[src/hw/rtl/bcmc_pkg.sv]
// Shared types and constants for the bus command motor controller.
package bcmc_pkg;

    // Bus event codes carried in the op field
    localparam logic [2:0] OP_WR_START = 3'd0;
    localparam logic [2:0] OP_WR_BYTE  = 3'd1;
    localparam logic [2:0] OP_RD_START = 3'd2;
    localparam logic [2:0] OP_RD_NEXT  = 3'd3;
    localparam logic [2:0] OP_STOP     = 3'd4;
    localparam logic [2:0] OP_SAMPLE   = 3'd5;

    // Configuration register indexes
    localparam logic CFG_DUTY_SCALE    = 1'b0;
    localparam logic CFG_CURRENT_LIMIT = 1'b1;

    // Drive direction codes
    localparam logic [1:0] DIR_OFF = 2'd0;
    localparam logic [1:0] DIR_FWD = 2'd1;
    localparam logic [1:0] DIR_REV = 2'd2;

    // Command characters
    localparam logic [7:0] CH_LO_E = 8'h65;
    localparam logic [7:0] CH_LO_C = 8'h63;
    localparam logic [7:0] CH_LO_H = 8'h68;
    localparam logic [7:0] CH_LO_O = 8'h6F;
    localparam logic [7:0] CH_ONE  = 8'h31;
    localparam logic [7:0] CH_TWO  = 8'h32;
    localparam logic [7:0] CH_THREE = 8'h33;
    localparam logic [7:0] CH_ZERO = 8'h30;
    localparam logic [7:0] CH_LO_I = 8'h69;
    localparam logic [7:0] CH_UP_I = 8'h49;
    localparam logic [7:0] CH_LO_L = 8'h6C;
    localparam logic [7:0] CH_UP_L = 8'h4C;
    localparam logic [7:0] CH_LO_F = 8'h66;
    localparam logic [7:0] CH_UP_F = 8'h46;
    localparam logic [7:0] CH_LO_R = 8'h72;
    localparam logic [7:0] CH_UP_R = 8'h52;

    localparam logic [7:0] ERROR_FILL = 8'h4F;
    localparam logic [7:0] READ_PAST  = 8'hFF;
    localparam logic [9:0] DUTY_MAX   = 10'd1023;

    // Classified action handed from the front end to the executor
    typedef enum logic [3:0] {
        ACT_ACK        = 4'd0,
        ACT_NACK       = 4'd1,
        ACT_READ_FIRST = 4'd2,
        ACT_READ_NEXT  = 4'd3,
        ACT_SAMPLE     = 4'd4,
        ACT_ECHO       = 4'd5,
        ACT_MOTOR      = 4'd6,
        ACT_QUERY      = 4'd7,
        ACT_LED        = 4'd8,
        ACT_BAD        = 4'd9
    } t_act;

    typedef struct packed {
        t_act       act;
        logic       motor_sel;
        logic [7:0] arg1;
        logic [7:0] arg2;
    } t_cmd;

    typedef struct packed {
        logic [2:0] op;
        logic [7:0] data;
    } t_item;

    typedef struct packed {
        logic [7:0] read_data;
        logic       acknowledge;
        logic [1:0] motor_one_dir;
        logic [9:0] motor_one_duty;
        logic [1:0] motor_two_dir;
        logic [9:0] motor_two_duty;
        logic       led_two;
        logic       led_three;
        logic       sample_channel;
        logic       command_done;
    } t_result;

endpackage

[src/hw/rtl/bus_command_motor_controller_top.sv]
// Top level of the bus command motor controller: front end, queues and executor.
//
//  channel   direction  handshake            payload
//  input     in         push / full          i_item   (op, data)
//  result    out        pop / empty          o_result (read_data .. command_done)
//  config    in         i_cfg_we, no wait    i_cfg_index, i_cfg_data
//
// One word in per cycle sustained while pop keeps the queues from filling,
// one result per word. An accepted word is stored in the mid queue; the executor
// takes it and stores its result in the result queue to be popped. It takes a word
// when one is queued and the result queue is not full; a high pop gives no room.
// With pop held low, two results and two words queue up before full rises.
// Synchronous reset clears framing, reply, currents, drives, lights; presets config.
module bus_command_motor_controller_top #(
    parameter int REPLY_BYTES = 4
) (
    input  logic                i_clk,
    input  logic                i_rst_n,
    input  logic                push,
    output logic                full,
    input  bcmc_pkg::t_item     i_item,
    output logic                empty,
    input  logic                pop,
    output bcmc_pkg::t_result   o_result,
    input  logic                i_cfg_we,
    input  logic                i_cfg_index,
    input  logic [7:0]          i_cfg_data
);

    localparam int CMD_W = $bits(bcmc_pkg::t_cmd);
    localparam int RES_W = $bits(bcmc_pkg::t_result);

    logic              w_accept;
    bcmc_pkg::t_cmd    w_front_cmd;
    logic [CMD_W-1:0]  w_mid_rdata;
    bcmc_pkg::t_cmd    w_back_cmd;
    logic              w_mid_empty;
    logic              w_take;
    logic              w_out_full;
    bcmc_pkg::t_result w_back_res;
    logic [RES_W-1:0]  w_out_rdata;

    assign w_accept   = push && !full;
    assign w_back_cmd = bcmc_pkg::t_cmd'(w_mid_rdata);
    assign o_result   = bcmc_pkg::t_result'(w_out_rdata);

    // Frame and classify incoming words
    bcmc_front u_front (
        .i_clk    (i_clk),
        .i_rst_n  (i_rst_n),
        .i_accept (w_accept),
        .i_item   (i_item),
        .o_cmd    (w_front_cmd)
    );

    // Decouple front end from executor
    bcmc_fifo #(
        .WIDTH (CMD_W),
        .DEPTH (2)
    ) u_mid_fifo (
        .i_clk   (i_clk),
        .i_rst_n (i_rst_n),
        .i_push  (w_accept),
        .i_wdata (w_front_cmd),
        .i_pop   (w_take),
        .o_rdata (w_mid_rdata),
        .o_full  (full),
        .o_empty (w_mid_empty)
    );

    // Execute actions
    bcmc_back #(
        .REPLY_BYTES (REPLY_BYTES)
    ) u_back (
        .i_clk       (i_clk),
        .i_rst_n     (i_rst_n),
        .i_cfg_we    (i_cfg_we),
        .i_cfg_index (i_cfg_index),
        .i_cfg_data  (i_cfg_data),
        .i_valid     (!w_mid_empty),
        .i_cmd       (w_back_cmd),
        .i_room      (!w_out_full),
        .o_take      (w_take),
        .o_result    (w_back_res)
    );

    // Hold results until popped
    bcmc_fifo #(
        .WIDTH (RES_W),
        .DEPTH (2)
    ) u_out_fifo (
        .i_clk   (i_clk),
        .i_rst_n (i_rst_n),
        .i_push  (w_take),
        .i_wdata (w_back_res),
        .i_pop   (pop),
        .o_rdata (w_out_rdata),
        .o_full  (w_out_full),
        .o_empty (empty)
    );

endmodule

[src/hw/rtl/bcmc_fifo.sv]
// Small first-in first-out queue used between and after the pipeline parts.
module bcmc_fifo #(
    parameter int WIDTH = 8,
    parameter int DEPTH = 2
) (
    input  logic             i_clk,
    input  logic             i_rst_n,
    input  logic             i_push,
    input  logic [WIDTH-1:0] i_wdata,
    input  logic             i_pop,
    output logic [WIDTH-1:0] o_rdata,
    output logic             o_full,
    output logic             o_empty
);

    localparam int AW = (DEPTH > 1) ? $clog2(DEPTH) : 1;
    localparam int CW = $clog2(DEPTH + 1);

    logic [WIDTH-1:0] r_mem [DEPTH];
    logic [AW-1:0]    r_wptr, n_wptr;
    logic [AW-1:0]    r_rptr, n_rptr;
    logic [CW-1:0]    r_count, n_count;
    logic             w_push, w_pop;

    assign o_full  = (r_count == CW'(DEPTH));
    assign o_empty = (r_count == '0);
    assign o_rdata = r_mem[r_rptr];
    assign w_push  = i_push && !o_full;
    assign w_pop   = i_pop && !o_empty;

    // Advance pointers with wrap at the depth
    always_comb begin
        n_wptr  = r_wptr;
        n_rptr  = r_rptr;
        n_count = r_count;
        if (w_push) begin
            n_wptr = (r_wptr == AW'(DEPTH - 1)) ? '0 : r_wptr + AW'(1);
        end
        if (w_pop) begin
            n_rptr = (r_rptr == AW'(DEPTH - 1)) ? '0 : r_rptr + AW'(1);
        end
        if (w_push && !w_pop) begin
            n_count = r_count + CW'(1);
        end else if (w_pop && !w_push) begin
            n_count = r_count - CW'(1);
        end
    end

    always_ff @(posedge i_clk) begin
        if (!i_rst_n) begin
            r_wptr  <= '0;
            r_rptr  <= '0;
            r_count <= '0;
        end else begin
            r_wptr  <= n_wptr;
            r_rptr  <= n_rptr;
            r_count <= n_count;
        end
    end

    // Store the incoming word
    always_ff @(posedge i_clk) begin
        if (w_push) begin
            r_mem[r_wptr] <= i_wdata;
        end
    end

endmodule

[src/hw/rtl/bcmc_front.sv]
// Front end: frames written bytes into commands and classifies each bus event.
module bcmc_front (
    input  logic               i_clk,
    input  logic               i_rst_n,
    input  logic               i_accept,
    input  bcmc_pkg::t_item    i_item,
    output bcmc_pkg::t_cmd     o_cmd
);

    logic [1:0] r_count, n_count;
    logic [1:0] r_len, n_len;
    logic [7:0] r_byte0, n_byte0;
    logic [7:0] r_byte1, n_byte1;

    function automatic logic is_long(input logic [7:0] c);
        return (c == bcmc_pkg::CH_ONE) || (c == bcmc_pkg::CH_TWO) ||
               (c == bcmc_pkg::CH_LO_L) || (c == bcmc_pkg::CH_UP_L);
    endfunction

    function automatic bcmc_pkg::t_act classify(input logic [7:0] c);
        bcmc_pkg::t_act a;
        if (c == bcmc_pkg::CH_LO_E) begin
            a = bcmc_pkg::ACT_ECHO;
        end else if (c == bcmc_pkg::CH_ONE || c == bcmc_pkg::CH_TWO) begin
            a = bcmc_pkg::ACT_MOTOR;
        end else if (c == bcmc_pkg::CH_LO_I || c == bcmc_pkg::CH_UP_I) begin
            a = bcmc_pkg::ACT_QUERY;
        end else if (c == bcmc_pkg::CH_LO_L || c == bcmc_pkg::CH_UP_L) begin
            a = bcmc_pkg::ACT_LED;
        end else begin
            a = bcmc_pkg::ACT_BAD;
        end
        return a;
    endfunction

    // Frame bytes and pick the action for this word
    always_comb begin
        n_count = r_count;
        n_len   = r_len;
        n_byte0 = r_byte0;
        n_byte1 = r_byte1;
        o_cmd.act       = bcmc_pkg::ACT_ACK;
        o_cmd.motor_sel = (r_byte0 == bcmc_pkg::CH_TWO);
        o_cmd.arg1      = r_byte1;
        o_cmd.arg2      = i_item.data;
        case (i_item.op)
            bcmc_pkg::OP_WR_START: begin
                n_count = 2'd0;
            end
            bcmc_pkg::OP_WR_BYTE: begin
                if (r_count == 2'd0) begin
                    n_byte0 = i_item.data;
                    n_count = 2'd1;
                    if (is_long(i_item.data)) begin
                        n_len = 2'd3;
                    end else begin
                        n_len     = 2'd1;
                        o_cmd.act = classify(i_item.data);
                    end
                end else if (r_count < r_len) begin
                    if (r_count == 2'd1) begin
                        n_byte1 = i_item.data;
                        n_count = 2'd2;
                    end else begin
                        // Third byte completes a long command
                        n_count   = 2'd3;
                        o_cmd.act = classify(r_byte0);
                    end
                end
            end
            bcmc_pkg::OP_RD_START: o_cmd.act = bcmc_pkg::ACT_READ_FIRST;
            bcmc_pkg::OP_RD_NEXT:  o_cmd.act = bcmc_pkg::ACT_READ_NEXT;
            bcmc_pkg::OP_SAMPLE:   o_cmd.act = bcmc_pkg::ACT_SAMPLE;
            default:               o_cmd.act = bcmc_pkg::ACT_NACK;
        endcase
    end

    always_ff @(posedge i_clk) begin
        if (!i_rst_n) begin
            r_count <= 2'd0;
            r_len   <= 2'd0;
        end else if (i_accept) begin
            r_count <= n_count;
            r_len   <= n_len;
        end
    end

    // Hold command bytes; no reset needed
    always_ff @(posedge i_clk) begin
        if (i_accept) begin
            r_byte0 <= n_byte0;
            r_byte1 <= n_byte1;
        end
    end

endmodule

[src/hw/rtl/bcmc_back.sv]
// Back end: executes classified actions, holds drive state and the reply buffer.
module bcmc_back #(
    parameter int REPLY_BYTES = 4
) (
    input  logic               i_clk,
    input  logic               i_rst_n,
    input  logic               i_cfg_we,
    input  logic               i_cfg_index,
    input  logic [7:0]         i_cfg_data,
    input  logic               i_valid,
    input  bcmc_pkg::t_cmd     i_cmd,
    input  logic               i_room,
    output logic               o_take,
    output bcmc_pkg::t_result  o_result
);

    localparam int AW = $clog2(REPLY_BYTES);
    localparam int IW = $clog2(REPLY_BYTES + 1);

    logic [2:0]    r_duty_scale;
    logic [7:0]    r_limit;
    logic [7:0]    r_reply [REPLY_BYTES];
    logic [7:0]    n_reply [REPLY_BYTES];
    logic [IW-1:0] r_idx, n_idx;
    logic [7:0]    r_cur1, n_cur1;
    logic [7:0]    r_cur2, n_cur2;
    logic          r_chan, n_chan;
    logic [1:0]    r_dir [2];
    logic [1:0]    n_dir [2];
    logic [9:0]    r_duty [2];
    logic [9:0]    n_duty [2];
    logic          r_light [2];
    logic          n_light [2];

    logic [AW-1:0] w_rd_addr;
    logic          w_in_range;
    logic [10:0]   w_prod;
    logic [9:0]    w_sat;
    logic          w_fill;
    logic          w_m;
    logic [7:0]    w_rd;
    logic          w_ack;
    logic          w_done;

    assign o_take = i_valid && i_room;

    // Register configuration writes
    always_ff @(posedge i_clk) begin
        if (!i_rst_n) begin
            r_duty_scale <= 3'd4;
            r_limit      <= 8'd200;
        end else if (i_cfg_we) begin
            case (i_cfg_index)
                bcmc_pkg::CFG_DUTY_SCALE:    r_duty_scale <= i_cfg_data[2:0];
                bcmc_pkg::CFG_CURRENT_LIMIT: r_limit      <= i_cfg_data;
                default: ;
            endcase
        end
    end

    // Scale speed to duty and saturate
    assign w_prod = 11'(i_cmd.arg2) * 11'(r_duty_scale);
    assign w_sat  = (w_prod > 11'(bcmc_pkg::DUTY_MAX)) ? bcmc_pkg::DUTY_MAX : w_prod[9:0];
    assign w_m    = i_cmd.motor_sel;

    // Select the reply byte to read
    assign w_rd_addr  = (i_cmd.act == bcmc_pkg::ACT_READ_FIRST) ? '0 : r_idx[AW-1:0];
    assign w_in_range = (i_cmd.act == bcmc_pkg::ACT_READ_FIRST) ||
                        (r_idx < IW'(REPLY_BYTES));

    // Execute the action and form next state
    always_comb begin
        n_reply = r_reply;
        n_idx   = r_idx;
        n_cur1  = r_cur1;
        n_cur2  = r_cur2;
        n_chan  = r_chan;
        n_dir   = r_dir;
        n_duty  = r_duty;
        n_light = r_light;
        w_fill  = 1'b0;
        w_rd    = 8'd0;
        w_ack   = 1'b1;
        w_done  = 1'b0;
        case (i_cmd.act)
            bcmc_pkg::ACT_ACK: ;
            bcmc_pkg::ACT_NACK: w_ack = 1'b0;
            bcmc_pkg::ACT_READ_FIRST, bcmc_pkg::ACT_READ_NEXT: begin
                if (w_in_range) begin
                    w_rd  = r_reply[w_rd_addr];
                    n_idx = IW'(w_rd_addr) + IW'(1);
                end else begin
                    w_rd = bcmc_pkg::READ_PAST;
                end
            end
            bcmc_pkg::ACT_SAMPLE: begin
                if (!r_chan) begin
                    n_cur1 = i_cmd.arg2;
                end else begin
                    n_cur2 = i_cmd.arg2;
                end
                n_chan     = !r_chan;
                n_light[0] = (n_cur1 > r_limit);
                n_light[1] = (n_cur2 > r_limit);
                if (n_light[0]) begin
                    n_duty[0] = 10'd0;
                end
                if (n_light[1]) begin
                    n_duty[1] = 10'd0;
                end
            end
            bcmc_pkg::ACT_ECHO: begin
                w_done     = 1'b1;
                n_reply[0] = bcmc_pkg::CH_LO_E;
                n_reply[1] = bcmc_pkg::CH_LO_C;
                n_reply[2] = bcmc_pkg::CH_LO_H;
                n_reply[3] = bcmc_pkg::CH_LO_O;
            end
            bcmc_pkg::ACT_MOTOR: begin
                w_done = 1'b1;
                if (i_cmd.arg1 == bcmc_pkg::CH_LO_F || i_cmd.arg1 == bcmc_pkg::CH_UP_F) begin
                    n_dir[w_m]  = bcmc_pkg::DIR_FWD;
                    n_duty[w_m] = w_sat;
                end else if (i_cmd.arg1 == bcmc_pkg::CH_LO_R ||
                             i_cmd.arg1 == bcmc_pkg::CH_UP_R) begin
                    n_dir[w_m]  = bcmc_pkg::DIR_REV;
                    n_duty[w_m] = w_sat;
                end else begin
                    w_fill = 1'b1;
                end
            end
            bcmc_pkg::ACT_QUERY: begin
                w_done     = 1'b1;
                n_reply[0] = r_cur1;
                n_reply[1] = r_cur2;
            end
            bcmc_pkg::ACT_LED: begin
                w_done = 1'b1;
                if (i_cmd.arg1 == bcmc_pkg::CH_TWO) begin
                    if (i_cmd.arg2 == bcmc_pkg::CH_ONE || i_cmd.arg2 == 8'd1) begin
                        n_light[0] = 1'b1;
                    end else if (i_cmd.arg2 == bcmc_pkg::CH_ZERO || i_cmd.arg2 == 8'd0) begin
                        n_light[0] = 1'b0;
                    end else begin
                        w_fill = 1'b1;
                    end
                end else if (i_cmd.arg1 == bcmc_pkg::CH_THREE) begin
                    if (i_cmd.arg2 == bcmc_pkg::CH_ONE || i_cmd.arg2 == 8'd1) begin
                        n_light[1] = 1'b1;
                    end else if (i_cmd.arg2 == bcmc_pkg::CH_ZERO || i_cmd.arg2 == 8'd0) begin
                        n_light[1] = 1'b0;
                    end
                end
            end
            bcmc_pkg::ACT_BAD: begin
                w_done = 1'b1;
                w_fill = 1'b1;
            end
            default: ;
        endcase
        // Fill the whole reply on a bad command, motor direction or light-two value
        if (w_fill) begin
            for (int k = 0; k < REPLY_BYTES; k++) begin
                n_reply[k] = bcmc_pkg::ERROR_FILL;
            end
        end
    end

    // Update state when the word is taken
    always_ff @(posedge i_clk) begin
        if (!i_rst_n) begin
            for (int k = 0; k < REPLY_BYTES; k++) begin
                r_reply[k] <= 8'd0;
            end
            r_idx   <= '0;
            r_cur1  <= 8'd0;
            r_cur2  <= 8'd0;
            r_chan  <= 1'b0;
            r_dir   <= '{bcmc_pkg::DIR_OFF, bcmc_pkg::DIR_OFF};
            r_duty  <= '{10'd0, 10'd0};
            r_light <= '{1'b0, 1'b0};
        end else if (o_take) begin
            r_reply <= n_reply;
            r_idx   <= n_idx;
            r_cur1  <= n_cur1;
            r_cur2  <= n_cur2;
            r_chan  <= n_chan;
            r_dir   <= n_dir;
            r_duty  <= n_duty;
            r_light <= n_light;
        end
    end

    // Assemble the result word from state after the step
    always_comb begin
        o_result.read_data      = w_rd;
        o_result.acknowledge    = w_ack;
        o_result.motor_one_dir  = n_dir[0];
        o_result.motor_one_duty = n_duty[0];
        o_result.motor_two_dir  = n_dir[1];
        o_result.motor_two_duty = n_duty[1];
        o_result.led_two        = n_light[0];
        o_result.led_three      = n_light[1];
        o_result.sample_channel = n_chan;
        o_result.command_done   = w_done;
    end

endmodule
[config.mk]
export PLATFORM = sky130hd
export DESIGN_NAME = bus_command_motor_controller_top
export DESIGN_NICKNAME = d
export VERILOG_FILES = /design/src/hw/rtl/bcmc_pkg.sv /design/src/hw/rtl/bus_command_motor_controller_top.sv /design/src/hw/rtl/bcmc_fifo.sv /design/src/hw/rtl/bcmc_front.sv /design/src/hw/rtl/bcmc_back.sv
export SDC_FILE = /design/constraint.sdc
export NUM_CORES = 1
export LEC_CHECK = 0
export BUFFER_PORTS_ARGS = -buffer_cell sky130_fd_sc_hd__buf_4
export CAP_MARGIN = 30
export CORE_MARGIN = 5
export CORE_UTILIZATION = 59
export DETAILED_ROUTE_END_ITERATION = 10
export PLACE_DENSITY_LB_ADDON = 0.12
export RECOVER_POWER = 100
export SLEW_MARGIN = 10
export SYNTH_ARGS = -nofsm -noshare
export SYNTH_HDL_FRONTEND = slang
export SYNTH_SLANG_ARGS = --single-unit
[constraint.sdc]
create_clock -name i_clk -period 9.9 [get_ports i_clk]
set_clock_uncertainty 0.05 [all_clocks]
set_input_delay 1.485 -clock i_clk [delete_from_list [all_inputs] [get_ports i_clk]]
set_output_delay 1.485 -clock i_clk [all_outputs]
set_load 0.02 [all_outputs]
==> key figures <==
Run status
  • Status: finished, violations left
  • Failing checks: max-capacitance violations, max-slew violations

Route
  • ANT nets after route: 0
  • Drc violations: 0
  • DRT iter0 DRCs: between 300 and 400
  • Via Count: just over 7000
  • DR WL/cell: between 15 and 20 um
  • Vias/cell: between 5 and 6
  • Final wirelength: approximately 23 mm
  • DRT Pass-1 Iters: 5

Setup path
  • Crit end category: register
  • CP Class: reg2reg
  • CP Buf/Inv Count: 3
  • CP arrival: between 5000 and 6000 ps
  • CP Data Required Time: ~10000 ps
  • Max Fanout on Critical Path: 36
  • CP startpoint kind: register
  • Critical path's top delay family: buffers and inverters
  • CP peak stage delay: ~1200 ps
  • Worst-path cell chain: clkbuf_1 -> mux2_1 -> nand2_1 -> fa_1 -> inv_1 -> ha_1 -> inv_1 -> fa_1 -> nand2b_1 -> a21oi_1 -> o21ai_0 -> a21oi_1 -> nor2_1 -> o2bb2ai_1
  • Slowest cell on crit path: clkbuf_1

Timing
  • Max Fclk: approximately 200 MHz
  • Unrepaired setup endpoints after global routing: no
  • Headroom to the max-slew limit: -52.6%
  • Worst Max-Slew Pin Slew: roughly 2300 ps
  • Endpoints failing setup: 0
  • WHS: between 300 and 400 ps
  • Setup TNS: 0 ps
  • Slew Viols, Final: 199
  • Hold Fails Final Rpt: 0
  • Final worst path period need: just over 5000 ps
  • Tcrit/Tclk final: 51.6%

GRT
  • Largest net degree at the start of global routing: between 40 and 50
  • Vias in the first global route: 6978
  • Overall Global Routing Usage: ~22%
  • Global-route wire length before repair: ~37 mm
  • Initial antenna violation count: 0
  • GRT overflow: 0

CTS
  • Post-CTS setup buffers: 0
  • Clk_lat worst skew: roughly 500 ps
  • Total CTS buffers: 23
  • PostCTS Resize Cnt: 0
  • Post-CTS Hold Fix Bufs: 0
  • Clk root buf: clkbuf_16
  • CTS H-Tree Depth: 1
  • CTS tree: yes
  • Clk sink count: approximately 220
  • Number of buffers on the longest clock path: 3
  • Clk slew on worst S/H paths: roughly 60 ps

Power
  • Leakage: around 4.3 nW
  • PnR Total Power: slightly above 3 mW
  • Pwr per Cell Area: about 260 nW/um2
  • Maximum VDD drop: around 210 uV

Floorplan
  • Die X: between 100 and 150 um
  • Initial Utilization: between 50 and 60%
  • Area of the core: 17800 um2
  • Rows: 49
  • I/O pin count: 64
  • Die area: between 20000 and 25000 um2
  • Die Y: approximately 140 um

Final layout
  • Inserted Diodes: 0
  • Final Cell Area: 11900 um2
  • Post-Layout Cell Count: roughly 1200
  • Nets: 1048
  • Layout cells sized above 1: between 10 and 15%
  • P&R area growth vs syn: 11.6%

Synthesis
  • Mean Syn Cell Area: approximately 11 um2
  • Ys async rst share: 0%
  • Sequential fraction of the synthesis area: a little over half
  • Synth Cell Area: ~11000 um2
  • Post-synth EDFFs: 132
  • Ys Warns: 0
  • Cell variety after synth: 77
  • Synthesized netlist cell count: around 930
  • Post-Synthesis Net Count: 991
  • Synth Flop Type: edfxtp_1
  • Synth Register Bits: about 220

Place
  • Gpl congestion: between 0.8 and 0.9
  • PortBufs: 63
  • DP Area: approximately 11000 um2
  • Placed insts: 1190
  • Detailed Place HPWL: around 16 mm

Job
  • Max cap viols: 5

Hold path
  • Hold WC Path Type: reg2reg
## through the flow
step | setup WS, ps | util (%)
3_3_place_gp | 5860 | 63.1
6_report | 4800 | 66.4
4_1_cts | 5710 | 67.9
5_1_grt | 4350 | 66.4
2_1_floorplan | 5950 | -
3_5_place_dp | 5740 | 63.3
## layout make-up
cell class                      count  area (um2)
Tap cell                          229         287
Clock inverter                     15         230
Inverter                           42         158
Timing Repair Buffer               73         357
Sequential cell                   222        5770
Fill cell                        1427        5990
Multi-Input combinational cell    624        4460
Clock buffer                       26         597
## worst paths after layout
kind                       from                       to  slack [ps]  depth (start not counted)
min          u_front.r_byte1[2]  u_mid_fifo.r_mem[1][10]         390                          0
max reg2reg            register   u_out_fifo.r_mem[0][9]        4800                         14
min reg2reg  u_front.r_byte1[2]  u_mid_fifo.r_mem[1][10]         390                          0
max                    register   u_out_fifo.r_mem[0][9]        4800                         14
## worst reg2reg max path: cells and delay by family (launching register included)
family          cells  cell delay [ps]
buf+inv             3             1310
compound gates      4             1280
fa+ha+maj           3              960
simple gates        3              550
mux                 1              490
flops               1              300
## cell usage in the layout, fill, tap and decap left out, drive strengths merged, types with 8 or more instances in the layout
| cell | Yosys | final |
|---|---|---|
| o2bb2ai | 29 | 29 |
| nand3 | 18 | 18 |
| dfxtp | 90 | 90 |
| inv | 42 | 42 |
| o221ai | 11 | 11 |
| nand2b | 8 | 8 |
| ha | 30 | 30 |
| nor2 | 61 | 61 |
| xnor2 | 8 | 8 |
| and2 | 10 | 10 |
| mux2i | 13 | 13 |
| nand2 | 108 | 108 |
| a21oi | 62 | 62 |
| mux2 | 69 | 69 |
| clkbuf | 26 | 78 |
| o21ai | 29 | 29 |
| buf | 15 | 21 |
| edfxtp | 132 | 132 |
| nor3 | 15 | 15 |
| or2 | 9 | 9 |
| a211oi | 8 | 8 |
## flip-flops by register name (all words and copies together), names as in the netlist, 2 cells and up, named ones only
name                 count
u_back.r_idx             3
u_back.r_cur2            8
u_front.r_byte1          8
u_front.r_byte0          8
u_back.r_light           2
u_out_fifo.r_count       2
u_back.r_duty           20
u_back.r_limit           8
u_back.r_reply          19
u_front.r_count          2
u_mid_fifo.r_count       2
u_back.r_dir             4
u_back.r_cur1            8
u_back.r_duty_scale      3
u_mid_fifo.r_mem        42
u_out_fifo.r_mem        74
u_front.r_len            2
## synth_stat cells (8+ instances only)
cell type  count  share of area [%]
clkbuf_1      26               0.92
nand2b_1       8               0.47
o21ai_0       24                1.1
mux2i_1       13                1.2
and2_1        10               0.59
o2bb2ai_1     29                2.4
nand3_1       17               0.80
nand2_1      106                3.7
buf_2          8               0.38
nor3_1        13               0.61
ha_1          30                3.5
o221ai_1      10               0.82
mux2_2        68                7.2
edfxtp_1     132                 37
xnor2_1        8               0.66
inv_1         42                1.5
nor2_1        61                2.2
dfxtp_1       90                 17
a21oi_1       61                2.9
## power breakdown
part	switching [mW]	internal, mW	total [mW]
logic	0.598	0.322	0.920
clock network	0.346	0.589	0.935
registers	0.0657	1.18	1.24
## kinds of logic after synthesis
kind of cell / after synthesis / synth area share [%]
AO/OA/AOI/OAI: 214 / 15.0
XOR/XNOR: 15 / 1.24
adder cells (fa/ha/maj): 37 / 4.85
buffers and inverters: 83 / 3.31
flip-flops: 222 / 54.3
multiplexers: 82 / 8.57
AND/OR/NAND/NOR: 276 / 12.8
## layer usage
layer / GRT usage (%) / part of all wire (%) / routed length, um
met5: 0 / 0 / 0
met4: 6.48 / 2.3 / 534
met3: 2.94 / 4.6 / 1070
met2: 36.1 / 46 / 10700
met1: 31.7 / 47 / 10800
No activity file was read; power rests on OpenSTA's default activity.
